$ cat src/sv/pxhp_pkg.sv
// Shared types, character codes, status codes and keyword tables of the proxy header parser.
// No dependencies; every other file refers to it by scoped names.
package pxhp_pkg;

	localparam int LINE_MAX_BYTES_DEF = 107;

	localparam logic [7:0] CH_CR    = 8'h0D;
	localparam logic [7:0] CH_LF    = 8'h0A;
	localparam logic [7:0] CH_DOT   = 8'h2E;
	localparam logic [7:0] CH_SPACE = 8'h20;
	localparam logic [7:0] CH_U     = 8'h55;
	localparam logic [7:0] CH_T     = 8'h54;
	localparam logic [7:0] CH_ZERO  = 8'h30;
	localparam logic [7:0] CH_NINE  = 8'h39;

	localparam logic [1:0] ST_HANDSHAKE = 2'd0;
	localparam logic [1:0] ST_OK        = 2'd1;
	localparam logic [1:0] ST_FAILED    = 2'd2;
	localparam logic [1:0] ST_NONE      = 2'd3;

	localparam logic [16:0] NUM_SAT    = 17'h1FFFF;
	localparam logic [16:0] OCTET_MAX  = 17'd255;
	localparam logic [16:0] PORT_MAX   = 17'd65535;

	localparam int OUT_TDATA_W = 104;

	// Byte as seen by the back end: raw value plus the tests it needs most.
	typedef struct packed {
		logic [7:0] raw;
		logic       is_digit;
		logic [3:0] digit;
		logic       is_cr;
		logic       is_lf;
		logic       is_dot;
		logic       is_space;
		logic       is_u;
		logic       is_t;
	} byte_class_t;

	// "PROXY "
	function automatic logic [7:0] lit_proxy(input logic [2:0] idx);
		logic [7:0] c;
		case (idx)
			3'd0: c = 8'h50;
			3'd1: c = 8'h52;
			3'd2: c = 8'h4F;
			3'd3: c = 8'h58;
			3'd4: c = 8'h59;
			3'd5: c = 8'h20;
			default: c = 8'h00;
		endcase
		return c;
	endfunction

	// "UNKNOWN"
	function automatic logic [7:0] lit_unknown(input logic [2:0] idx);
		logic [7:0] c;
		case (idx)
			3'd0: c = 8'h55;
			3'd1: c = 8'h4E;
			3'd2: c = 8'h4B;
			3'd3: c = 8'h4E;
			3'd4: c = 8'h4F;
			3'd5: c = 8'h57;
			3'd6: c = 8'h4E;
			default: c = 8'h00;
		endcase
		return c;
	endfunction

	// "TCP4 "
	function automatic logic [7:0] lit_tcp4(input logic [2:0] idx);
		logic [7:0] c;
		case (idx)
			3'd0: c = 8'h54;
			3'd1: c = 8'h43;
			3'd2: c = 8'h50;
			3'd3: c = 8'h34;
			3'd4: c = 8'h20;
			default: c = 8'h00;
		endcase
		return c;
	endfunction

endpackage

$ cat src/sv/proxy_v1_header_parser_unit.sv
// Top level of the text proxy header (version 1) parser.
// Depends on pxhp_pkg, pxhp_classify, pxhp_queue and pxhp_engine.
//
// One byte of the connection enters per transfer on the s_ side and gives
// exactly one result transfer on the m_ side. Unless m_tready holds results back,
// the block sustains one byte per clock: the front end classifies the byte and
// writes it into a two-entry queue in the same cycle, and the back end takes one
// queued byte per cycle through its line state machine into the result register.
// A byte's result goes through a queue entry and the result register. The result
// reports whether the byte belonged to the header line (consumed), the line
// status (0 in handshake, 1 ok, 2 failed, 3 none), and, once a TCP4 line ends
// ok, the protocol, both IPv4 addresses and both ports; these fields read
// zero otherwise. Numbers are checked for leading zeros and for limits of 255
// (address octets) and 65535 (ports). A line that reaches LINE_MAX_BYTES - 1
// bytes without a CR fails. Write cfg_wdata = 1 to expect a header line (the
// reset value) or 0 to pass every byte through with status none; a write
// restarts the parser and must only happen while the block is idle.
module proxy_v1_header_parser_unit #(
	parameter int LINE_MAX_BYTES = pxhp_pkg::LINE_MAX_BYTES_DEF
) (
	input  logic                               clk,
	input  logic                               arst_n,
	// configuration: expect_handshake
	input  logic                               cfg_wen,
	input  logic                               cfg_wdata,
	// input bytes
	input  logic                               s_tvalid,
	output logic                               s_tready,
	input  logic [7:0]                         s_tdata,  // [7:0] data_byte
	// results
	output logic                               m_tvalid,
	input  logic                               m_tready,
	// [0] consumed, [2:1] status, [3] protocol, [35:4] source_address,
	// [67:36] dest_address, [83:68] source_port, [99:84] dest_port, [103:100] zero
	output logic [pxhp_pkg::OUT_TDATA_W-1:0]   m_tdata
);

	pxhp_pkg::byte_class_t in_cls;
	pxhp_pkg::byte_class_t head;
	logic                  q_full;
	logic                  q_not_empty;
	logic                  pop;
	logic                  push;

	// accept a byte whenever the queue has room
	assign s_tready = !q_full;
	assign push     = s_tvalid && !q_full;

	pxhp_classify u_classify (
		.data_in (s_tdata),
		.cls     (in_cls)
	);

	pxhp_queue u_queue (
		.clk       (clk),
		.arst_n    (arst_n),
		.push      (push),
		.push_item (in_cls),
		.full      (q_full),
		.pop       (pop),
		.not_empty (q_not_empty),
		.head      (head)
	);

	pxhp_engine #(
		.LINE_MAX_BYTES (LINE_MAX_BYTES)
	) u_engine (
		.clk        (clk),
		.arst_n     (arst_n),
		.cfg_wen    (cfg_wen),
		.cfg_wdata  (cfg_wdata),
		.item_valid (q_not_empty),
		.item       (head),
		.item_pop   (pop),
		.out_valid  (m_tvalid),
		.out_ready  (m_tready),
		.out_data   (m_tdata)
	);

endmodule

$ cat src/sv/pxhp_classify.sv
// Front end of the proxy header parser: tags each incoming byte with its character class.
// Depends on pxhp_pkg.
module pxhp_classify (
	input  logic [7:0]           data_in,
	output pxhp_pkg::byte_class_t cls
);

	always_comb begin
		cls.raw      = data_in;
		cls.is_digit = (data_in >= pxhp_pkg::CH_ZERO) && (data_in <= pxhp_pkg::CH_NINE);
		cls.digit    = 4'(data_in - pxhp_pkg::CH_ZERO);
		cls.is_cr    = (data_in == pxhp_pkg::CH_CR);
		cls.is_lf    = (data_in == pxhp_pkg::CH_LF);
		cls.is_dot   = (data_in == pxhp_pkg::CH_DOT);
		cls.is_space = (data_in == pxhp_pkg::CH_SPACE);
		cls.is_u     = (data_in == pxhp_pkg::CH_U);
		cls.is_t     = (data_in == pxhp_pkg::CH_T);
	end

endmodule

$ cat src/sv/pxhp_queue.sv
// Two-entry queue of classified bytes between front and back end.
// Depends on pxhp_pkg.
module pxhp_queue (
	input  logic                  clk,
	input  logic                  arst_n,
	input  logic                  push,
	input  pxhp_pkg::byte_class_t push_item,
	output logic                  full,
	input  logic                  pop,
	output logic                  not_empty,
	output pxhp_pkg::byte_class_t head
);

	pxhp_pkg::byte_class_t entry_q [2];
	logic                  wr_ptr_q;
	logic                  rd_ptr_q;
	logic [1:0]            count_q;

	assign full      = (count_q == 2'd2);
	assign not_empty = (count_q != 2'd0);
	assign head      = entry_q[rd_ptr_q];

	always_ff @(posedge clk) begin
		if (push) begin
			entry_q[wr_ptr_q] <= push_item;
		end
	end

	always_ff @(posedge clk or negedge arst_n) begin
		if (!arst_n) begin
			wr_ptr_q <= 1'b0;
			rd_ptr_q <= 1'b0;
			count_q  <= 2'd0;
		end else begin
			if (push) wr_ptr_q <= ~wr_ptr_q;
			if (pop)  rd_ptr_q <= ~rd_ptr_q;
			case ({push, pop})
				2'b10:   count_q <= count_q + 2'd1;
				2'b01:   count_q <= count_q - 2'd1;
				default: count_q <= count_q;
			endcase
		end
	end

endmodule

$ cat src/sv/pxhp_engine.sv
// Back end of the proxy header parser: line state machine, number checks and result register.
// Depends on pxhp_pkg.
module pxhp_engine #(
	parameter int LINE_MAX_BYTES = pxhp_pkg::LINE_MAX_BYTES_DEF
) (
	input  logic                                clk,
	input  logic                                arst_n,
	input  logic                                cfg_wen,
	input  logic                                cfg_wdata,
	input  logic                                item_valid,
	input  pxhp_pkg::byte_class_t               item,
	output logic                                item_pop,
	output logic                                out_valid,
	input  logic                                out_ready,
	output logic [pxhp_pkg::OUT_TDATA_W-1:0]    out_data
);

	localparam int LEN_W = $clog2(LINE_MAX_BYTES);
	localparam logic [LEN_W-1:0] LEN_LIMIT = LEN_W'(LINE_MAX_BYTES - 1);

	typedef enum logic [3:0] {
		PH_PROXY, PH_KIND, PH_UNKNOWN, PH_TCP4, PH_ANY, PH_SRC, PH_DST,
		PH_SPORT, PH_DPORT, PH_BAD, PH_DONE_UNK, PH_DONE_TCP4
	} phase_t;

	phase_t           phase_q, n_phase;
	logic [2:0]       lit_q, n_lit;
	logic [LEN_W-1:0] len_q, n_len;
	logic             cr_q, n_cr;
	logic [1:0]       outcome_q, n_outcome;
	logic [16:0]      num_q, n_num;
	logic             dig_q, n_dig;
	logic             lz_q, n_lz;
	logic [31:0]      src_q, n_src;
	logic [31:0]      dst_q, n_dst;
	logic [15:0]      sport_q, n_sport;
	logic [15:0]      dport_q, n_dport;
	logic [1:0]       oct_q, n_oct;
	logic             consumed;

	logic             out_valid_q;
	logic [pxhp_pkg::OUT_TDATA_W-1:0] out_data_q;

	logic             is_addr;
	logic             lim_ok;
	logic             term_ok;
	logic [20:0]      num_ext;
	logic [16:0]      num_sat;
	logic             ok_tcp;

	assign item_pop  = item_valid && (!out_valid_q || out_ready);
	assign out_valid = out_valid_q;
	assign out_data  = out_data_q;

	assign is_addr = (phase_q == PH_SRC) || (phase_q == PH_DST);
	assign lim_ok  = dig_q && (is_addr ? (num_q <= pxhp_pkg::OCTET_MAX)
	                                   : (num_q <= pxhp_pkg::PORT_MAX));
	assign term_ok = (is_addr && oct_q != 2'd3) ? item.is_dot : item.is_space;
	// times ten as two shifts, then add the digit
	assign num_ext = {num_q, 3'b000} + {2'b00, num_q, 1'b0} + {17'd0, item.digit};
	assign num_sat = (num_ext > {4'd0, pxhp_pkg::NUM_SAT}) ? pxhp_pkg::NUM_SAT : num_ext[16:0];

	always_comb begin
		n_phase   = phase_q;
		n_lit     = lit_q;
		n_len     = len_q;
		n_cr      = cr_q;
		n_outcome = outcome_q;
		n_num     = num_q;
		n_dig     = dig_q;
		n_lz      = lz_q;
		n_src     = src_q;
		n_dst     = dst_q;
		n_sport   = sport_q;
		n_dport   = dport_q;
		n_oct     = oct_q;
		consumed  = 1'b0;

		if (outcome_q == pxhp_pkg::ST_HANDSHAKE) begin
			if (!cr_q) begin
				if (len_q >= LEN_LIMIT) begin
					n_outcome = pxhp_pkg::ST_FAILED;
				end else begin
					consumed = 1'b1;
					n_len    = len_q + 1'b1;
					if (item.is_cr) begin
						n_cr = 1'b1;
						if (phase_q == PH_ANY) begin
							n_phase = PH_DONE_UNK;
						end else if (phase_q == PH_DPORT && dig_q
						             && num_q <= pxhp_pkg::PORT_MAX) begin
							n_dport = num_q[15:0];
							n_phase = PH_DONE_TCP4;
						end else begin
							n_phase = PH_BAD;
						end
					end else if (item.is_lf) begin
						n_outcome = pxhp_pkg::ST_FAILED;
					end else begin
						case (phase_q)
							PH_PROXY: begin
								if (lit_q > 3'd5 || item.raw != pxhp_pkg::lit_proxy(lit_q)) begin
									n_phase = PH_BAD;
								end else if (lit_q == 3'd5) begin
									n_phase = PH_KIND;
									n_lit   = 3'd0;
								end else begin
									n_lit = lit_q + 3'd1;
								end
							end
							PH_KIND: begin
								if (item.is_u)      n_phase = PH_UNKNOWN;
								else if (item.is_t) n_phase = PH_TCP4;
								else                n_phase = PH_BAD;
								n_lit = 3'd1;
							end
							PH_UNKNOWN: begin
								if (lit_q > 3'd6 || item.raw != pxhp_pkg::lit_unknown(lit_q)) begin
									n_phase = PH_BAD;
								end else if (lit_q == 3'd6) begin
									n_phase = PH_ANY;
									n_lit   = 3'd0;
								end else begin
									n_lit = lit_q + 3'd1;
								end
							end
							PH_TCP4: begin
								if (lit_q > 3'd4 || item.raw != pxhp_pkg::lit_tcp4(lit_q)) begin
									n_phase = PH_BAD;
								end else if (lit_q == 3'd4) begin
									n_phase = PH_SRC;
									n_lit   = 3'd0;
									n_oct   = 2'd0;
									n_num   = 17'd0;
									n_dig   = 1'b0;
									n_lz    = 1'b0;
								end else begin
									n_lit = lit_q + 3'd1;
								end
							end
							PH_SRC, PH_DST, PH_SPORT, PH_DPORT: begin
								if (item.is_digit) begin
									if (dig_q && lz_q) begin
										// leading zero followed by another digit
										n_phase = PH_BAD;
									end else begin
										if (!dig_q) begin
											n_dig = 1'b1;
											n_lz  = (item.digit == 4'd0);
										end
										n_num = num_sat;
									end
								end else if (phase_q == PH_DPORT || !lim_ok || !term_ok) begin
									n_phase = PH_BAD;
								end else begin
									if (phase_q == PH_SRC) begin
										n_src = {src_q[23:0], num_q[7:0]};
									end else if (phase_q == PH_DST) begin
										n_dst = {dst_q[23:0], num_q[7:0]};
									end else begin
										n_sport = num_q[15:0];
									end
									if (is_addr) begin
										if (oct_q != 2'd3) begin
											n_oct = oct_q + 2'd1;
										end else begin
											n_oct   = 2'd0;
											n_phase = (phase_q == PH_SRC) ? PH_DST : PH_SPORT;
										end
									end else begin
										n_phase = PH_DPORT;
									end
									n_num = 17'd0;
									n_dig = 1'b0;
									n_lz  = 1'b0;
								end
							end
							PH_ANY: begin
								n_phase = PH_ANY;
							end
							default: begin
								n_phase = PH_BAD;
							end
						endcase
					end
				end
			end else if (item.is_lf) begin
				consumed  = 1'b1;
				n_outcome = (phase_q == PH_DONE_UNK || phase_q == PH_DONE_TCP4)
				            ? pxhp_pkg::ST_OK : pxhp_pkg::ST_FAILED;
			end else begin
				n_outcome = pxhp_pkg::ST_FAILED;
			end
		end
	end

	assign ok_tcp = (n_outcome == pxhp_pkg::ST_OK) && (n_phase == PH_DONE_TCP4);

	always_ff @(posedge clk or negedge arst_n) begin
		if (!arst_n) begin
			phase_q     <= PH_PROXY;
			lit_q       <= 3'd0;
			len_q       <= '0;
			cr_q        <= 1'b0;
			outcome_q   <= pxhp_pkg::ST_HANDSHAKE;
			num_q       <= 17'd0;
			dig_q       <= 1'b0;
			lz_q        <= 1'b0;
			src_q       <= 32'd0;
			dst_q       <= 32'd0;
			sport_q     <= 16'd0;
			dport_q     <= 16'd0;
			oct_q       <= 2'd0;
			out_valid_q <= 1'b0;
			out_data_q  <= '0;
		end else if (cfg_wen) begin
			// restart the parser; expect a header line only when the bit is set
			phase_q   <= PH_PROXY;
			lit_q     <= 3'd0;
			len_q     <= '0;
			cr_q      <= 1'b0;
			outcome_q <= cfg_wdata ? pxhp_pkg::ST_HANDSHAKE : pxhp_pkg::ST_NONE;
			num_q     <= 17'd0;
			dig_q     <= 1'b0;
			lz_q      <= 1'b0;
			src_q     <= 32'd0;
			dst_q     <= 32'd0;
			sport_q   <= 16'd0;
			dport_q   <= 16'd0;
			oct_q     <= 2'd0;
		end else begin
			if (out_valid_q && out_ready && !item_pop) begin
				out_valid_q <= 1'b0;
			end
			if (item_pop) begin
				phase_q     <= n_phase;
				lit_q       <= n_lit;
				len_q       <= n_len;
				cr_q        <= n_cr;
				outcome_q   <= n_outcome;
				num_q       <= n_num;
				dig_q       <= n_dig;
				lz_q        <= n_lz;
				src_q       <= n_src;
				dst_q       <= n_dst;
				sport_q     <= n_sport;
				dport_q     <= n_dport;
				oct_q       <= n_oct;
				out_valid_q <= 1'b1;
				out_data_q  <= {4'd0,
				                ok_tcp ? n_dport : 16'd0,
				                ok_tcp ? n_sport : 16'd0,
				                ok_tcp ? n_dst   : 32'd0,
				                ok_tcp ? n_src   : 32'd0,
				                ok_tcp,
				                n_outcome,
				                consumed};
			end
		end
	end

endmodule
$ cat config.mk
export PLATFORM = sky130hd
export DESIGN_NAME = proxy_v1_header_parser_unit
export DESIGN_NICKNAME = d
export VERILOG_FILES = /design/src/sv/pxhp_pkg.sv /design/src/sv/proxy_v1_header_parser_unit.sv /design/src/sv/pxhp_classify.sv /design/src/sv/pxhp_queue.sv /design/src/sv/pxhp_engine.sv
export SDC_FILE = /design/constraint.sdc
export NUM_CORES = 1
export LEC_CHECK = 0
export BUFFER_PORTS_ARGS = -buffer_cell sky130_fd_sc_hd__clkbuf_2
export CAP_MARGIN = 5
export CORE_MARGIN = 3
export CORE_UTILIZATION = 54
export CTS_CLUSTER_SIZE = 20
export DETAILED_ROUTE_END_ITERATION = 12
export PLACE_DENSITY = 0.83
export SLEW_MARGIN = 20
export SYNTH_ARGS = -nofsm -noshare
export SYNTH_HDL_FRONTEND = slang
export SYNTH_SLANG_ARGS = --single-unit
$ cat constraint.sdc
create_clock -name clk -period 3.85 [get_ports clk]
set_clock_uncertainty 0.15 [all_clocks]
set_input_delay 0.5775 -clock clk [delete_from_list [all_inputs] [get_ports clk]]
set_output_delay 0.5775 -clock clk [all_outputs]
set_load 0.01 [all_outputs]
-- Yosys cells after proc, flatten, opt, wreduce, memory -nomap -nowiden
Memory sizes are Yosys's and may differ from the RTL's.
Index checks and enable logic that the tools add are counted.
- reductions and logical operators: 45
- mux-type cells: 190
- magnitude comparators: 9
- bitwise operators: 3
- $add $sub $neg: 8
- equal/unequal tests: 45
- operator list (operator ; count):
    2-to-1 mux 32 bit ; 25
    2-to-1 mux 16 bit ; 22
    2-to-1 mux 17 bit ; 13
    2-to-1 mux 8 bit ; 18
    2-to-1 mux 4 bit ; 21
    one-hot mux 7 bit (5 select lines) ; 2
    2-to-1 mux 2 bit ; 24
    one-hot mux 7 bit (6 select lines) ; 1
    2-to-1 mux 1 bit ; 39
    2-to-1 mux 3 bit ; 13
    2-to-1 mux 7 bit ; 5
    one-hot mux 17 bit (2 select lines) ; 1
    inequality test 8 bit ; 3
    one-hot mux 4 bit (6 select lines) ; 1
    AND reduction 12 bit ; 2
    adder 20 x 18 -> 21 bit ; 1
    adder 21 x 4 -> 21 bit ; 1
    greater-than comparator 21 x 17 -> 1 bit, second input constant ; 1
    less-or-equal comparator 17 x 16 -> 1 bit, second input constant ; 1
    less-or-equal comparator 17 x 8 -> 1 bit, second input constant ; 1
    == test 4 x 3 -> 1 bit, second input constant ; 4
    == test 4 bit, second input constant ; 4
    == test 8 x 4 -> 1 bit, second input constant ; 2
    == test 8 x 6 -> 1 bit, second input constant ; 2
    40 further kinds ; 93
- bits in writable memories: 38
- output and inout port bits: 106
- bits of input ports: 14
- flip-flop bits (word level): 239
- memories: 1
- logic and storage cells: 319
- memories (memory ; depth ; width ; read ports ; clocked after Yosys merged registers in ; wr ports ; RTL line ; source):
    u_queue.entry_q ; 2 ; 19 ; 1 ; 0 ; 1 ; pxhp_queue.sv:14 ; pxhp_pkg::byte_class_t entry_q [2];

-- Depth between registers and ports, before layout
- word-level depth: 21
- gate-level depth with buffers: 16
- gate-level depth less buffers: 13

-- Hierarchy
A second synthesis with hierarchy kept.
- cells, all modules: 1388
- area, all modules: 14043.5 µm²
- modules (own cells, without submodules) (module ; times used ; cells an instance ; area an instance (µm²)):
    pxhp_engine ; 1 ; 1283 ; 12256.8
    pxhp_queue ; 1 ; 75 ; 1559.0
    pxhp_classify ; 1 ; 28 ; 217.7
    proxy_v1_header_parser_unit ; 1 ; 2 ; 10.0

-- Least setup slack after synthesis
Ideal clock, no wire load.
- kind: register -> register
- start: register u_queue.rd_ptr_q
- end: register u_engine.num_q[10]
- path slack: -117 ps
- library setup time: 65 ps
- path buffers: 3
- data arrival time: 3752 ps
- cell stages (with the launch flop): 16
- path through: dfrtp_1 -> buf_2 -> buf_6 -> mux2i_1 -> inv_1 -> ha_1 -> ha_1 -> fa_1 -> a211oi_1 -> o21ai_0 -> a211oi_1 -> or2_2 -> and3_1 -> o31ai_1 -> clkbuf_1 -> o221a_2
- word-level cells in the longest chain between the ends: 14
- ends and longest elaborated chain (element ; RTL line ; source):
    start, declared ; pxhp_queue.sv:16 ; logic rd_ptr_q;
    start signal, assigned ; pxhp_queue.sv:36 ; if (pop) rd_ptr_q <= ~rd_ptr_q;
    memory read (2 x 19 bit) (*) ; -- ;
    adder 21 x 4 -> 21 bit ; pxhp_engine.sv:60 ; assign num_ext = {num_q, 3'b000} + {2'b00, num_q, 1'b0} + {17'd0, item.digit};
    greater-than comparator 21 x 17 -> 1 bit ; pxhp_engine.sv:61 ; assign num_sat = (num_ext > {4'd0, pxhp_pkg::NUM_SAT}) ? pxhp_pkg::NUM_SAT : num_ext[16:0];
    2-to-1 mux 17 bit ; pxhp_engine.sv:61 ;
    2-to-1 mux 17 bit ; pxhp_engine.sv:143 ; if (dig_q && lz_q) begin
    2-to-1 mux 17 bit ; pxhp_engine.sv:142 ; if (item.is_digit) begin
    one-hot mux 17 bit (2 select lines) ; pxhp_engine.sv:100 ; case (phase_q)
    2-to-1 mux 17 bit ; pxhp_engine.sv:97 ; end else if (item.is_lf) begin
    2-to-1 mux 17 bit ; pxhp_engine.sv:86 ; if (item.is_cr) begin
    2-to-1 mux 17 bit ; pxhp_engine.sv:81 ; if (len_q >= LEN_LIMIT) begin
    2-to-1 mux 17 bit ; pxhp_engine.sv:80 ; if (!cr_q) begin
    2-to-1 mux 17 bit ; pxhp_engine.sv:79 ; if (outcome_q == pxhp_pkg::ST_HANDSHAKE) begin
    2-to-1 mux 17 bit ; pxhp_engine.sv:235 ; if (item_pop) begin
    2-to-1 mux 17 bit ; pxhp_engine.sv:216 ; end else if (cfg_wen) begin
    end signal, assigned ; pxhp_engine.sv:241 ; num_q <= n_num;
    end, declared ; pxhp_engine.sv:31 ; logic [16:0] num_q, n_num;
Every way passes the cells marked *; elsewhere a longest branch is shown, timed or not. The select of a mux whose other input is x is not followed.
A chain may end at the register's enable or synchronous reset.

-- Final worst setup path
- start: register u_queue.rd_ptr_q
- end: register u_engine.num_q[2]
Same word-level chain as after synthesis.

==> qor.log <==
INFO  synthesis      syn_area=13840um^2
INFO  global_routing initial_antenna_violation_count=0
INFO  finish         proportion_of_layout_cells_with_a_drive_suffix_above_1=19.10%
INFO  finish         areaGrowthSynthToFinish=13.92%
INFO  cts            tritoncts_clock_tree=built
INFO  synthesis      synth_area_per_inst=9.886um^2
INFO  floorplan      fp.coreArea=24750um^2
INFO  worst_setup_path end_kind=flip-flop
INFO  sta            finalWorstSetupSlack=144.2ps
INFO  floorplan      ios=120
INFO  sta            timing_max_transition_violations_final=0
INFO  sta            worst-slew-pin-transition=955.6ps
INFO  synthesis      synth_compound_gate_area_share=16.53%
INFO  run_status     failed_checks=hold timing
INFO  route          drt-vias-per-instance=5.961
INFO  cts            cts_root_buffer=sky130_fd_sc_hd__clkbuf_16
INFO  synthesis      netlist-cell-type-count=91
INFO  route          drt_iter0_drc=1135
INFO  placement      io_buffer_count=115
INFO  synthesis      ys_seq_area_share=49.72%
INFO  worst_setup_path reg2reg_setup_slack=140ps
INFO  cts            clkTransAtPathRegs=60ps
INFO  route          vias=10980
INFO  synthesis      post_synth_and_or_nand_nor_area_fraction=14.92%
INFO  sta            timing_hold_violations_final=50
INFO  synthesis      synth_area_in_adders=4.086%
INFO  route          dr.pass1.iters=5
INFO  worst_setup_path timing.rr.start=u_queue.rd_ptr_q$_DFFE_PN0P_
INFO  cts            max-clock-path-buffers=3
INFO  sta            period_needed=3706ps
INFO  sta            worst_slew_margin_rel=36.29%
INFO  power_and_ir_drop power.share.combinational=20.3%
INFO  synthesis      muxShareOfSynthArea=8.308%
INFO  worst_setup_path crit_path_max_fanout=16
INFO  cts            cts_inserted_buffers=28
INFO  route          drcViolationCount=0
INFO  worst_setup_path cp.arrival=3980ps
INFO  sta            setup_viol=0
INFO  worst_setup_path criticalPathCategory=reg2reg
INFO  floorplan      fp.dieH=166.1um
INFO  synthesis      synth_top_family_by_area=compound AO/OA/AOI/OAI gates
INFO  global_routing grt_pass1_vias=10720
INFO  synthesis      post_synth_xor_area_fraction=1.772%
INFO  global_routing grtUsageTotal=23.51%
INFO  finish         postLayoutCoreUtil=63.71%
INFO  worst_setup_path rr_endpoint=u_engine.num_q[2]$_DFFE_PN0P_
INFO  finish         nets=1556
INFO  finish         antenna_cells_inserted=0
INFO  floorplan      fp-row-count=57
INFO  route          route.final.wire_length=33370um
INFO  global_routing grt_overflow_total=0
INFO  power_and_ir_drop power.share.sequential=42.9%
INFO  route          wire_per_inst=18.12um
INFO  cts            clk_latency=570ps
INFO  power_and_ir_drop share_clk_of_total_power=36.8%
INFO  placement      placed_area=14720um^2
INFO  worst_setup_path start_kind=flip-flop
INFO  floorplan      die_w=166.1um
INFO  cts            ctsHtreeMaxLevel=1
INFO  sta            timing.setup.tns=0ps
INFO  route          ant_nets=0
INFO  floorplan      fp.dieArea=27590um^2
INFO  finish         layout.cell_area.non_filler=15770um^2
INFO  global_routing pin_count_of_the_biggest_net_entering_global_routing=129
INFO  power_and_ir_drop sw_power=2.214mW
INFO  power_and_ir_drop vdd_drop_max=0.4573mV
INFO  run_status     outcome=finished with violations
INFO  finish         fill_cells=1947
INFO  finish         multi_input_area=6436um^2
INFO  power_and_ir_drop switching_share=29.89%
INFO  power_and_ir_drop power.density_cell_area=469.7nW/um^2
INFO  synthesis      synth_edf_count=30
INFO  placement      hpwlAfterDp=22340um
INFO  placement      dp_worst_setup_slack=-351.5ps
INFO  global_routing grt_first_pass_wirelength=54770um
INFO  placement      gp_congestion=0.9638
INFO  sta            timing.final.crit_share=96.25%
INFO  finish         commonest_non_fill_non_tap_cell_in_the_layout=sky130_fd_sc_hd__nand2_1
INFO  finish         sequential_cell_area=6884um^2
INFO  sta            rsz_0062_raised_after_global_routing=true
INFO  worst_setup_path endpoint_required_time_on_the_critical_path=4130ps
INFO  power_and_ir_drop cellInternalPower=5.193mW
INFO  sta            max_freq=269.9MHz
INFO  sta            fin_hold_ws=-30.02ps
INFO  worst_setup_path rr_worst_depth=13
INFO  cts            cts_sinks=269
INFO  synthesis      synth_flop_cell=sky130_fd_sc_hd__dfrtp_1
INFO  worst_hold_path holdCritPathClass=in2async
INFO  floorplan      initial_utilization=55.93%
INFO  synthesis      post_synth_inst_count=1400
INFO  synthesis      ys_seq_elements=269
INFO  power_and_ir_drop total_leakage_power=6.854nW
INFO  synthesis      synth.yosys.warnings=0
INFO  finish         final_cell_mix=sky130_fd_sc_hd__nand2_1, sky130_fd_sc_hd__dfrtp_1, sky130_fd_sc_hd__a21oi_1, sky130_fd_sc_hd__clkbuf_2, sky130_fd_sc_hd__mux2i_1
INFO  synthesis      fraction_of_registers_with_async_set_reset=88.85%
INFO  run            cap_violations=0
## sequential cells by signal, summed over array words and instances, names as in the netlist, 3 cells and up
signal / cells
u_engine.out_data: 100
u_engine.dst_q: 32
u_engine.src_q: 32
u_queue.entry_q: 30
u_engine.num_q: 17
u_engine.dport_q: 16
u_engine.sport_q: 16
u_engine.len_q: 7
u_engine.phase_q: 4
u_engine.lit_q: 3
## cell type report
cell class / count / area share, %
Timing Repair Buffer: 162 / 6.523
Clock buffer: 41 / 5.134
Multi-Input combinational cell: 1015 / 40.82
Sequential cell: 269 / 43.66
Tap cell: 324 / 2.571
Inverter: 22 / 0.5237
Clock inverter: 9 / 0.7697
## through the flow
step	std cells	power (mW)	hold WS [ps]
after global placement	1789	4.576	307.5
after floorplan	1403	4.174	131.9
final	1842	7.407	-30.02
after detailed placement	1789	4.620	314.4
after global routing	1842	7.733	22.60
after CTS	1839	7.356	14.13
## timing repair
| item | in CTS | in global routing |
|---|---|---|
| pin swaps | 1 | 1 |
| hold buffers | 0 | 0 |
| setup endpoints to repair | 17 | 72 |
| setup buffers | 0 | 3 |
| resized for setup | 5 | 15 |
## routing by layer
layer	GRT usage (%)	wire length [um]	up-vias	share of wire [%]
li1	-	-	5111	-
met1	32.72	14350	5392	43
met2	39.37	16060	411	48
met3	3.404	2222	67	6.7
met4	5.678	745	0	2.2
met5	0	0	-	0
## worst max-delay path: stages (launching register included)
cell	delay, ps
sky130_fd_sc_hd__dfrtp_2	460
sky130_fd_sc_hd__mux2i_2	300
sky130_fd_sc_hd__inv_2	100
sky130_fd_sc_hd__fa_2	510
sky130_fd_sc_hd__fa_1	490
sky130_fd_sc_hd__a211oi_2	250
sky130_fd_sc_hd__o21ai_1	150
sky130_fd_sc_hd__a211oi_2	220
sky130_fd_sc_hd__or2_2	190
sky130_fd_sc_hd__and3_1	210
sky130_fd_sc_hd__o31ai_4	90
sky130_fd_sc_hd__buf_12	170
sky130_fd_sc_hd__o211ai_1	160
sky130_fd_sc_hd__o21ai_0	130
## cell usage after synthesis (10+ instances only)
cell / count / area share (%)
sky130_fd_sc_hd__nand2_1: 312 / 8.5
sky130_fd_sc_hd__dfrtp_1: 239 / 43
sky130_fd_sc_hd__a21oi_1: 114 / 4.1
sky130_fd_sc_hd__mux2i_1: 109 / 7.9
sky130_fd_sc_hd__o21ai_0: 97 / 3.5
sky130_fd_sc_hd__nor2_1: 63 / 1.7
sky130_fd_sc_hd__clkbuf_1: 58 / 1.6
sky130_fd_sc_hd__ha_1: 42 / 3.8
sky130_fd_sc_hd__o21ai_2: 31 / 2.0
sky130_fd_sc_hd__edfxtp_1: 30 / 6.5
sky130_fd_sc_hd__inv_1: 21 / 0.57
sky130_fd_sc_hd__xnor2_1: 21 / 1.3
sky130_fd_sc_hd__buf_2: 18 / 0.65
sky130_fd_sc_hd__nor3_1: 17 / 0.61
sky130_fd_sc_hd__a22o_1: 16 / 1.0
sky130_fd_sc_hd__o211ai_1: 11 / 0.60
sky130_fd_sc_hd__a211oi_1: 10 / 0.54
sky130_fd_sc_hd__nor4_1: 10 / 0.45
sky130_fd_sc_hd__o221a_2: 10 / 0.81
## power by group through the flow
| stage | Clock, mW | Combinational [mW] | Sequential (mW) |
|---|---|---|---|
| after floorplan | 0 | 1.00 | 3.17 |
| after global placement | 0 | 1.37 | 3.20 |
| after detailed placement | 0 | 1.41 | 3.21 |
| after CTS | 2.77 | 1.43 | 3.16 |
| after global routing | 2.89 | 1.65 | 3.19 |
| final | 2.73 | 1.50 | 3.17 |
## cell families (layout without fill, tap and decap cells)
family	after synthesis	after routing
adders and majority gates	44	44
other	1	4
muxes	114	114
DFF	269	269
xor gates and xnor gates	28	28
buffers and inverters	119	234
AOI/OAI and AO/OA	355	355
and+or+nand+nor	470	470
## worst max path at each step
| stage | slack (ps) | to | depth (start not counted) | start |
|---|---|---|---|---|
| floorplan | 30 | u_engine.num_q[8]$_DFFE_PN0P_ | 16 | u_queue.rd_ptr_q$_DFFE_PN0P_ |
| CTS | 5 | u_engine.num_q[16]$_DFFE_PN0P_ | 12 | u_queue.rd_ptr_q$_DFFE_PN0P_ |
| finish | 140 | u_engine.num_q[2]$_DFFE_PN0P_ | 13 | u_queue.rd_ptr_q$_DFFE_PN0P_ |
| global route | -10 | u_engine.num_q[16]$_DFFE_PN0P_ | 12 | u_queue.rd_ptr_q$_DFFE_PN0P_ |
| detailed placement | -350 | u_engine.num_q[5]$_DFFE_PN0P_ | 11 | u_queue.rd_ptr_q$_DFFE_PN0P_ |
| global placement | -140 | u_engine.num_q[4]$_DFFE_PN0P_ | 11 | u_queue.rd_ptr_q$_DFFE_PN0P_ |
Power figures use the tool's default switching activity.
